--- src/rtl/wft_pkg.sv ---
// Shared types, codes and constants of the waypoint follower.
package wft_pkg;

	localparam int TGT_W = 5;
	localparam int ITER_W = 5;
	localparam int DIFF_W = 33;
	localparam int CX_W = 37;
	localparam int CFG_ADDR_W = 3;
	localparam int CFG_DATA_W = 32;

	typedef enum logic [2:0] {
		CMD_ODOM  = 3'd0,
		CMD_TICK  = 3'd1,
		CMD_START = 3'd2,
		CMD_STOP  = 3'd3,
		CMD_WRITE = 3'd4
	} command_t;

	typedef enum logic [CFG_ADDR_W-1:0] {
		REG_ANGULAR_SPEED   = 3'd0,
		REG_LINEAR_SPEED    = 3'd1,
		REG_ANGLE_TOLERANCE = 3'd2,
		REG_ARRIVE_DISTANCE = 3'd3,
		REG_WAYPOINT_COUNT  = 3'd4
	} reg_index_t;

	typedef enum logic [2:0] {
		MODE_INIT   = 3'd0,
		MODE_WAIT   = 3'd1,
		MODE_FOLLOW = 3'd2,
		MODE_CHANGE = 3'd3,
		MODE_STOP   = 3'd4
	} mode_t;

	typedef enum logic [1:0] {
		KIND_VELOCITY = 2'd0,
		KIND_RESET    = 2'd1,
		KIND_FINISHED = 2'd2
	} kind_t;

	typedef enum logic [1:0] {
		EMIT_TURN,
		EMIT_DRIVE,
		EMIT_RESET,
		EMIT_FINISHED
	} emit_t;

	typedef enum logic [1:0] {
		SQ_IDLE,
		SQ_A,
		SQ_B,
		SQ_C
	} sq_op_t;

	typedef enum logic [3:0] {
		S_IDLE,
		S_INIT_RD,
		S_INIT_LD,
		S_RD,
		S_DIFF,
		S_PRE,
		S_CORD,
		S_ERR,
		S_SQA,
		S_SQB,
		S_SQC,
		S_CMP,
		S_EMIT
	} seq_t;

	typedef struct packed {
		logic   ram_we;
		logic   rd_home;
		logic   load_pose;
		logic   load_home;
		logic   load_diff;
		logic   cordic_init;
		logic   cordic_step;
		sq_op_t sq_op;
		logic   out_load;
		emit_t  emit_sel;
	} dp_cmd_t;

	typedef struct packed {
		logic turn;
		logic far;
		logic cordic_last;
	} dp_stat_t;

	// Arctangent of 2^-i as a fraction of a full turn of 2^32.
	function automatic logic [31:0] atan_step(input logic [ITER_W-1:0] i);
		logic [31:0] r;
		unique case (i)
			5'd0:  r = 32'd536870912;
			5'd1:  r = 32'd316933406;
			5'd2:  r = 32'd167458907;
			5'd3:  r = 32'd85004756;
			5'd4:  r = 32'd42667331;
			5'd5:  r = 32'd21354465;
			5'd6:  r = 32'd10679838;
			5'd7:  r = 32'd5340245;
			5'd8:  r = 32'd2670163;
			5'd9:  r = 32'd1335087;
			5'd10: r = 32'd667544;
			5'd11: r = 32'd333772;
			5'd12: r = 32'd166886;
			5'd13: r = 32'd83443;
			5'd14: r = 32'd41722;
			5'd15: r = 32'd20861;
			5'd16: r = 32'd10430;
			5'd17: r = 32'd5215;
			5'd18: r = 32'd2608;
			5'd19: r = 32'd1304;
			5'd20: r = 32'd652;
			5'd21: r = 32'd326;
			5'd22: r = 32'd163;
			5'd23: r = 32'd81;
			default: r = 32'd0;
		endcase
		return r;
	endfunction

endpackage

--- src/rtl/wft_ctrl.sv ---
// Controller: mode machine, target bookkeeping, sequencing of the datapath and result valid.
module wft_ctrl #(
	parameter int MAX_WAYPOINTS = 16
) (
	input  logic                      clk,
	input  logic                      arst_n,
	input  logic                      in_valid,
	output logic                      in_ready,
	input  logic [2:0]                command,
	output logic                      out_valid,
	input  logic                      out_ready,
	input  logic [4:0]                waypoint_count,
	input  wft_pkg::dp_stat_t         stat,
	output wft_pkg::dp_cmd_t          cmd,
	output logic [wft_pkg::TGT_W-1:0] target
);
	import wft_pkg::*;

	seq_t              st_q, st_d;
	mode_t             mode_q, mode_d;
	logic [TGT_W-1:0]  target_q, target_d;
	logic              av_q, av_d;
	emit_t             emit_q, emit_d;
	logic              ov_q, ov_d;
	logic              accept;
	logic              tick;
	logic              slot_free;
	logic [TGT_W:0]    next_slot;
	logic [31:0]       used;

	assign accept = in_valid && (st_q == S_IDLE);
	assign tick = accept && (command == CMD_TICK);
	assign slot_free = !ov_q || out_ready;
	assign next_slot = {1'b0, target_q} + 1'b1;

	always_comb begin
		if (waypoint_count < 5'd2) begin
			used = 32'd2;
		end else if (32'(waypoint_count) > MAX_WAYPOINTS) begin
			used = 32'(MAX_WAYPOINTS);
		end else begin
			used = 32'(waypoint_count);
		end
	end

	always_comb begin
		st_d = st_q;
		unique case (st_q)
			S_IDLE: begin
				if (tick) begin
					priority case (mode_q)
						MODE_INIT:   st_d = S_INIT_RD;
						MODE_FOLLOW: st_d = S_RD;
						MODE_STOP:   st_d = S_EMIT;
						default:     st_d = S_IDLE;
					endcase
				end
			end
			S_INIT_RD: st_d = S_INIT_LD;
			S_INIT_LD: st_d = S_EMIT;
			S_RD:      st_d = S_DIFF;
			S_DIFF:    st_d = S_PRE;
			S_PRE:     st_d = S_CORD;
			S_CORD:    st_d = stat.cordic_last ? S_ERR : S_CORD;
			S_ERR:     st_d = stat.turn ? S_EMIT : S_SQA;
			S_SQA:     st_d = S_SQB;
			S_SQB:     st_d = S_SQC;
			S_SQC:     st_d = S_CMP;
			S_CMP:     st_d = stat.far ? S_EMIT : S_IDLE;
			S_EMIT:    st_d = slot_free ? S_IDLE : S_EMIT;
			default:   st_d = S_IDLE;
		endcase
	end

	always_comb begin
		cmd = '0;
		cmd.sq_op = SQ_IDLE;
		cmd.emit_sel = emit_q;
		mode_d = mode_q;
		target_d = target_q;
		av_d = av_q;
		emit_d = emit_q;
		ov_d = (ov_q && !out_ready);
		in_ready = (st_q == S_IDLE);

		unique case (st_q)
			S_IDLE: begin
				if (accept) begin
					priority case (command)
						CMD_ODOM:  cmd.load_pose = 1'b1;
						CMD_START: mode_d = MODE_FOLLOW;
						CMD_STOP:  mode_d = MODE_STOP;
						CMD_WRITE: cmd.ram_we = 1'b1;
						CMD_TICK: begin
							if (mode_q == MODE_STOP) begin
								emit_d = EMIT_FINISHED;
							end else if (mode_q == MODE_CHANGE) begin
								if (av_q) begin
									mode_d = MODE_STOP;
									target_d = next_slot[TGT_W-1:0];
								end else if (32'(next_slot) >= used) begin
									target_d = '0;
									av_d = 1'b1;
									mode_d = MODE_FOLLOW;
								end else begin
									target_d = next_slot[TGT_W-1:0];
									mode_d = MODE_FOLLOW;
								end
							end
						end
						default: begin
						end
					endcase
				end
			end
			S_INIT_RD: cmd.rd_home = 1'b1;
			S_INIT_LD: begin
				cmd.load_home = 1'b1;
				target_d = TGT_W'(1);
				mode_d = MODE_WAIT;
				emit_d = EMIT_RESET;
			end
			S_DIFF:    cmd.load_diff = 1'b1;
			S_PRE:     cmd.cordic_init = 1'b1;
			S_CORD:    cmd.cordic_step = 1'b1;
			S_ERR:     emit_d = EMIT_TURN;
			S_SQA:     cmd.sq_op = SQ_A;
			S_SQB:     cmd.sq_op = SQ_B;
			S_SQC:     cmd.sq_op = SQ_C;
			S_CMP: begin
				emit_d = EMIT_DRIVE;
				if (!stat.far) begin
					mode_d = MODE_CHANGE;
				end
			end
			S_EMIT: begin
				if (slot_free) begin
					cmd.out_load = 1'b1;
					ov_d = 1'b1;
				end
			end
			default: begin
			end
		endcase
	end

	always_ff @(posedge clk or negedge arst_n) begin
		if (!arst_n) begin
			st_q     <= S_IDLE;
			mode_q   <= MODE_INIT;
			target_q <= '0;
			av_q     <= 1'b0;
			emit_q   <= EMIT_TURN;
			ov_q     <= 1'b0;
		end else begin
			st_q     <= st_d;
			mode_q   <= mode_d;
			target_q <= target_d;
			av_q     <= av_d;
			emit_q   <= emit_d;
			ov_q     <= ov_d;
		end
	end

	assign out_valid = ov_q;
	assign target = target_q;
endmodule

--- config.mk ---
export PLATFORM = sky130hd
export DESIGN_NAME = wft_ctrl
export DESIGN_NICKNAME = d
export VERILOG_FILES = /design/src/rtl/wft_pkg.sv /design/src/rtl/wft_ctrl.sv
export SDC_FILE = /design/constraint.sdc
export NUM_CORES = 1
export LEC_CHECK = 0
export BUFFER_PORTS_ARGS = -buffer_cell sky130_fd_sc_hd__buf_4
export CAP_MARGIN = 10
export CORE_MARGIN = 2
export CORE_UTILIZATION = 41
export CTS_BUF_LIST = sky130_fd_sc_hd__clkbuf_8
export DETAILED_ROUTE_END_ITERATION = 10
export RECOVER_POWER = 25
export SLEW_MARGIN = 0
export SYNTH_ARGS = -nofsm -noshare
export SYNTH_HDL_FRONTEND = slang
export SYNTH_SLANG_ARGS = --single-unit
--- constraint.sdc ---
create_clock -name clk -period 3.7 [get_ports clk]
set_clock_uncertainty 0.05 [all_clocks]
set_input_delay 0.74 -clock clk [delete_from_list [all_inputs] [get_ports clk]]
set_output_delay 0.74 -clock clk [all_outputs]
set_load 0.01 [all_outputs]
# == After elaboration in Yosys (flattened, before gate mapping) ==
# Cells that the tools add are included.
# op_classes
muxes,45
eq_ne,29
reduce_logical,16
order_cmp,3
bitwise,1
addsub,1
# op_table
operator,count
case mux 4 bit (13 select lines),1
2-to-1 mux 5 bit,7
greater-or-equal comparator 6 x 32 -> 1 bit,1
2-to-1 mux 32 bit,1
== test 4 bit (second input constant),5
2-to-1 mux 1 bit,18
2-to-1 mux 3 bit,6
case mux 3 bit (3 select lines),2
== test 4 x 3 -> 1 bit (second input constant),4
== test 3 x 2 -> 1 bit (second input constant),4
2-to-1 mux 4 bit,3
case mux 4 bit (3 select lines),1
inequality test 2 x 1 -> 1 bit (second input constant),5
case mux 5 bit (2 select lines),1
AND reduction 5 bit,2
== test 4 x 2 -> 1 bit (second input constant),2
case mux 2 bit (4 select lines),1
adder 5 x 1 -> 6 bit (second input constant),1
== test 3 bit (second input constant),2
logical NOT 3 bit,2
2-to-1 mux 2 bit,3
case mux 2 bit (3 select lines),1
AND reduction 6 bit,1
greater-than comparator 5 bit (second input constant),1
16 further kinds,20
# totals
input_bits,15
out_inout_bits,19
ff_bits,16

# == Longest topological paths before layout ==
# depth
ltp_word,11
depth_mapped,9

# == Worst setup path after synthesis ==
# OpenSTA, ideal clock, no wires.
# synth_timing
path_kind,input -> register
start,input port waypoint_count[2]
end,"register target_q[2], in the netlist target[2]"
required_time_ps,3546
t_arrival_ps,2357
setup_ps,104
cell_stages,7
setup_slack_ps,1189
cell_sequence,o311a_1 > ha_1 > nand2b_4 > a2111oi_4 > o21ai_2 > a2111o_1 > o311ai_1
# synth_between
elab_chain_cells,11
word_cells_on_any_way,12
cone_classes,order compare (3); mux (9)
# synth_lines
element,line_no,source
start: declaration,wft_ctrl.sv:12,"input logic [4:0] waypoint_count,"
greater-than comparator 5 bit,wft_ctrl.sv:39,end else if (32'(waypoint_count) > MAX_WAYPOINTS) begin
2-to-1 mux 5 bit,wft_ctrl.sv:39,
2-to-1 mux 32 bit *,wft_ctrl.sv:37,if (waypoint_count < 5'd2) begin
greater-or-equal comparator 6 x 32 -> 1 bit *,wft_ctrl.sv:101,end else if (32'(next_slot) >= used) begin
2-to-1 mux 5 bit *,wft_ctrl.sv:101,
2-to-1 mux 5 bit *,wft_ctrl.sv:98,if (av_q) begin
2-to-1 mux 5 bit *,wft_ctrl.sv:97,end else if (mode_q == MODE_CHANGE) begin
2-to-1 mux 5 bit *,wft_ctrl.sv:95,if (mode_q == MODE_STOP) begin
2-to-1 mux 5 bit *,wft_ctrl.sv:89,priority case (command)
2-to-1 mux 5 bit *,wft_ctrl.sv:88,if (accept) begin
case mux 5 bit (2 select lines) *,wft_ctrl.sv:86,unique case (st_q)
end signal: assignment,wft_ctrl.sv:158,target_q <= target_d;
end: declaration,wft_ctrl.sv:21,"logic [TGT_W-1:0] target_q, target_d;"
# Every way passes the cells marked *; elsewhere a longest branch is shown, timed or not. The select of a mux whose other input is x is not followed.
# A chain may end at the register's enable or synchronous reset.

==> run metrics <==
WL/cell=13.8 um; RSZ-0062 raised after global routing=no; FF/Latch Area=400 um^2; Max Clock Freq=385 MHz; Worst EP required=2910 ps; worst-skew pair later-pin latency=250 ps; via count=1275; combinational share of power=0.568; Clock Sinks=16; register share of total power=0.326; final hold viol count=0; Clk network pwr share=0.105; drt drc=0; vias in the first global route=1165; syn avg cell area=8.40 um^2; # resized after CTS=0; Psw=0.602 mW; Worst EP arrival=1810 ps; Die X=60.7 um; TNS Setup=0 ps; Yosys top cell area share=0.304; share of layout cells above drive strength 1=0.257; Worst-path clk slew=70 ps; Mapped Cells=157; Max Transition Viols Final=0; Relative slew margins=0.393; post-synthesis sequential element count=16; MaxCap Viol Count=0; CTS Buf Count=3; CTS Hold Bufs=0; grt ovf=0; fillers=295; Crit Path Category=flip-flop to output port; die area=3690 um^2; H-tree depth=1; total power=1.27 mW; Max IR drop VDD=0.000335 V; sequential fraction of the synthesis area=0.304; port bufs=33; Worst Setup End Kind=output port; Final #Nets=210; final cycle utilization of the critical path=0.702; outcome=finished, final reports clean; Initial DRT Pass Iterations=4; largest cells by area after synthesis=dfrtp_1 (30%), nand2_1 (7.1%), ha_1 (5.7%); largest net degree at the start of global routing=23; initial drt markers=109; syn_nets=178; Post-synth EDFFs=0; CTS root buf=clkbuf_8; Top-Level Pins=34; power per cell area=780 nW/um^2; internal power=0.669 mW; critical path fanouts, max=22; crit path time final=2600 ps; initial antenna violation count=0; Die Height=60.7 um; Synth cell types=49; HPWL Detailed=2480 um; worst slew pin tran=911 ps; postcts setup bufs=0; Inserted Diodes=0; ys flop type=dfrtp_1; via/cell ratio=5.52; clock tree buffer depth=2; Setup Viol. Count Final=0; Synth area leader=dfrtp_1; sw frac=0.473; Syn-to-layout area delta=23.6%; post-route ant nets=0; Synth warnings=0; r2r setup slk=1460 ps; CTS tree=built; fin util=0.534; Initial Util=0.432; total track usage=0.188; global-route wire length before repair=5240 um; Post-Synthesis Cell Area=1320 um^2; Post-Route WL=3200 um; Core ar.=3050 um^2; num rows=20; Leakage=0.718 nW; ys async rst share=1.00; GPL Wtd Cong=0.781; multi-input logic area=856 um^2; Hold Crit Class=flip-flop to flip-flop; Worst Setup Start Kind=flip-flop
registers in the layout, indices dropped and copies added (netlist names):
name,flops
av_q,1
target,5
out_valid,1
mode_q,3
emit_q,2
st_q,4
final timing paths:
kind / depth (start not counted) / end / startpoint
setup / recovery: 4 / cmd[9] / st_q[1]
hold / removal: 2 / emit_q[0] / emit_q[0]
setup reg to reg: 8 / target[2] / target[0]
hold reg to reg: 2 / emit_q[0] / emit_q[0]
max in group asynchronous: 1 / av_q / arst_n
min in group asynchronous: 1 / st_q[2] / arst_n
placed cells by master, fill, tap and decap left out, drive strengths merged, types with 2 or more instances in the layout:
cell type and instances:
xnor2 2, nand2b 9, nand3 6, o211ai 3, inv 9, nand2 25, clkbuf 4, o31ai 2
o21ai 13, buf 32, mux2 3, o21a 2, a21oi 11, nor3 5, o21bai 2, dfrtp 16
nor2b 2, nor2 12, nor4 3, ha 6
stage by stage:
stage	setup WS (ps)	instances	cell area [um^2]	hold slack [ps]
floorplan	1190	157	1320	394
global placement	1020	228	1590	443
detailed placement	994	228	1590	455
CTS	1090	231	1630	298
global route	950	231	1630	514
finish	1100	231	1630	469
logic make-up after synthesis:
group                      synth area share
buffers and inverters                0.0474
and+or+nand+nor                       0.290
xor gates and xnor gates             0.0199
AOI/OAI and AO/OA                     0.256
DFF                                   0.304
adders and majority gates            0.0569
muxes                                0.0256
area by class of cell:
| type | count | share of cell area |
|---|---|---|
| well taps | 44 | 0.0338 |
| flip-flops and latches | 16 | 0.246 |
| inverters | 9 | 0.0207 |
| clock buffers | 3 | 0.0253 |
| repair buffers | 33 | 0.150 |
| multi-input cells | 126 | 0.525 |
worst max-delay path, cell delays in order, from the launching register on:
cell	delay, ps
dfrtp_1	630
nor2_2	330
nand2_1	150
nor4_1	270
buf_4	170
routing by layer:
layer  share of wire  vias up  wire length, um  GRT usage
met1            0.45      613             1430      0.241
met2            0.50       30             1600      0.327
met3           0.046        4              147     0.0384
li1                -      628                -          -
met4          0.0072        0               23     0.0435
met5               0        -                0          0
power groups by stage:
stage / registers (mW) / clock network (mW) / logic, mW
floorplan: 0.339 / 0 / 0.577
global placement: 0.413 / 0 / 0.714
detailed placement: 0.418 / 0 / 0.728
CTS: 0.415 / 0.138 / 0.731
global route: 0.437 / 0.146 / 0.809
finish: 0.415 / 0.134 / 0.722
synth_stat cells (all sizes together), types with 2 or more instances:
master,n
o211ai,3
nand3,6
dfrtp,16
mux2,3
xnor2,2
nand2,25
buf,5
nor2,12
o31ai,2
nor2b,2
nor3,5
ha,6
o21ai,13
nor4,3
inv,9
a21oi,11
nand2b,9
o21a,2
o21bai,2
(Power assumes the default switching activity.)
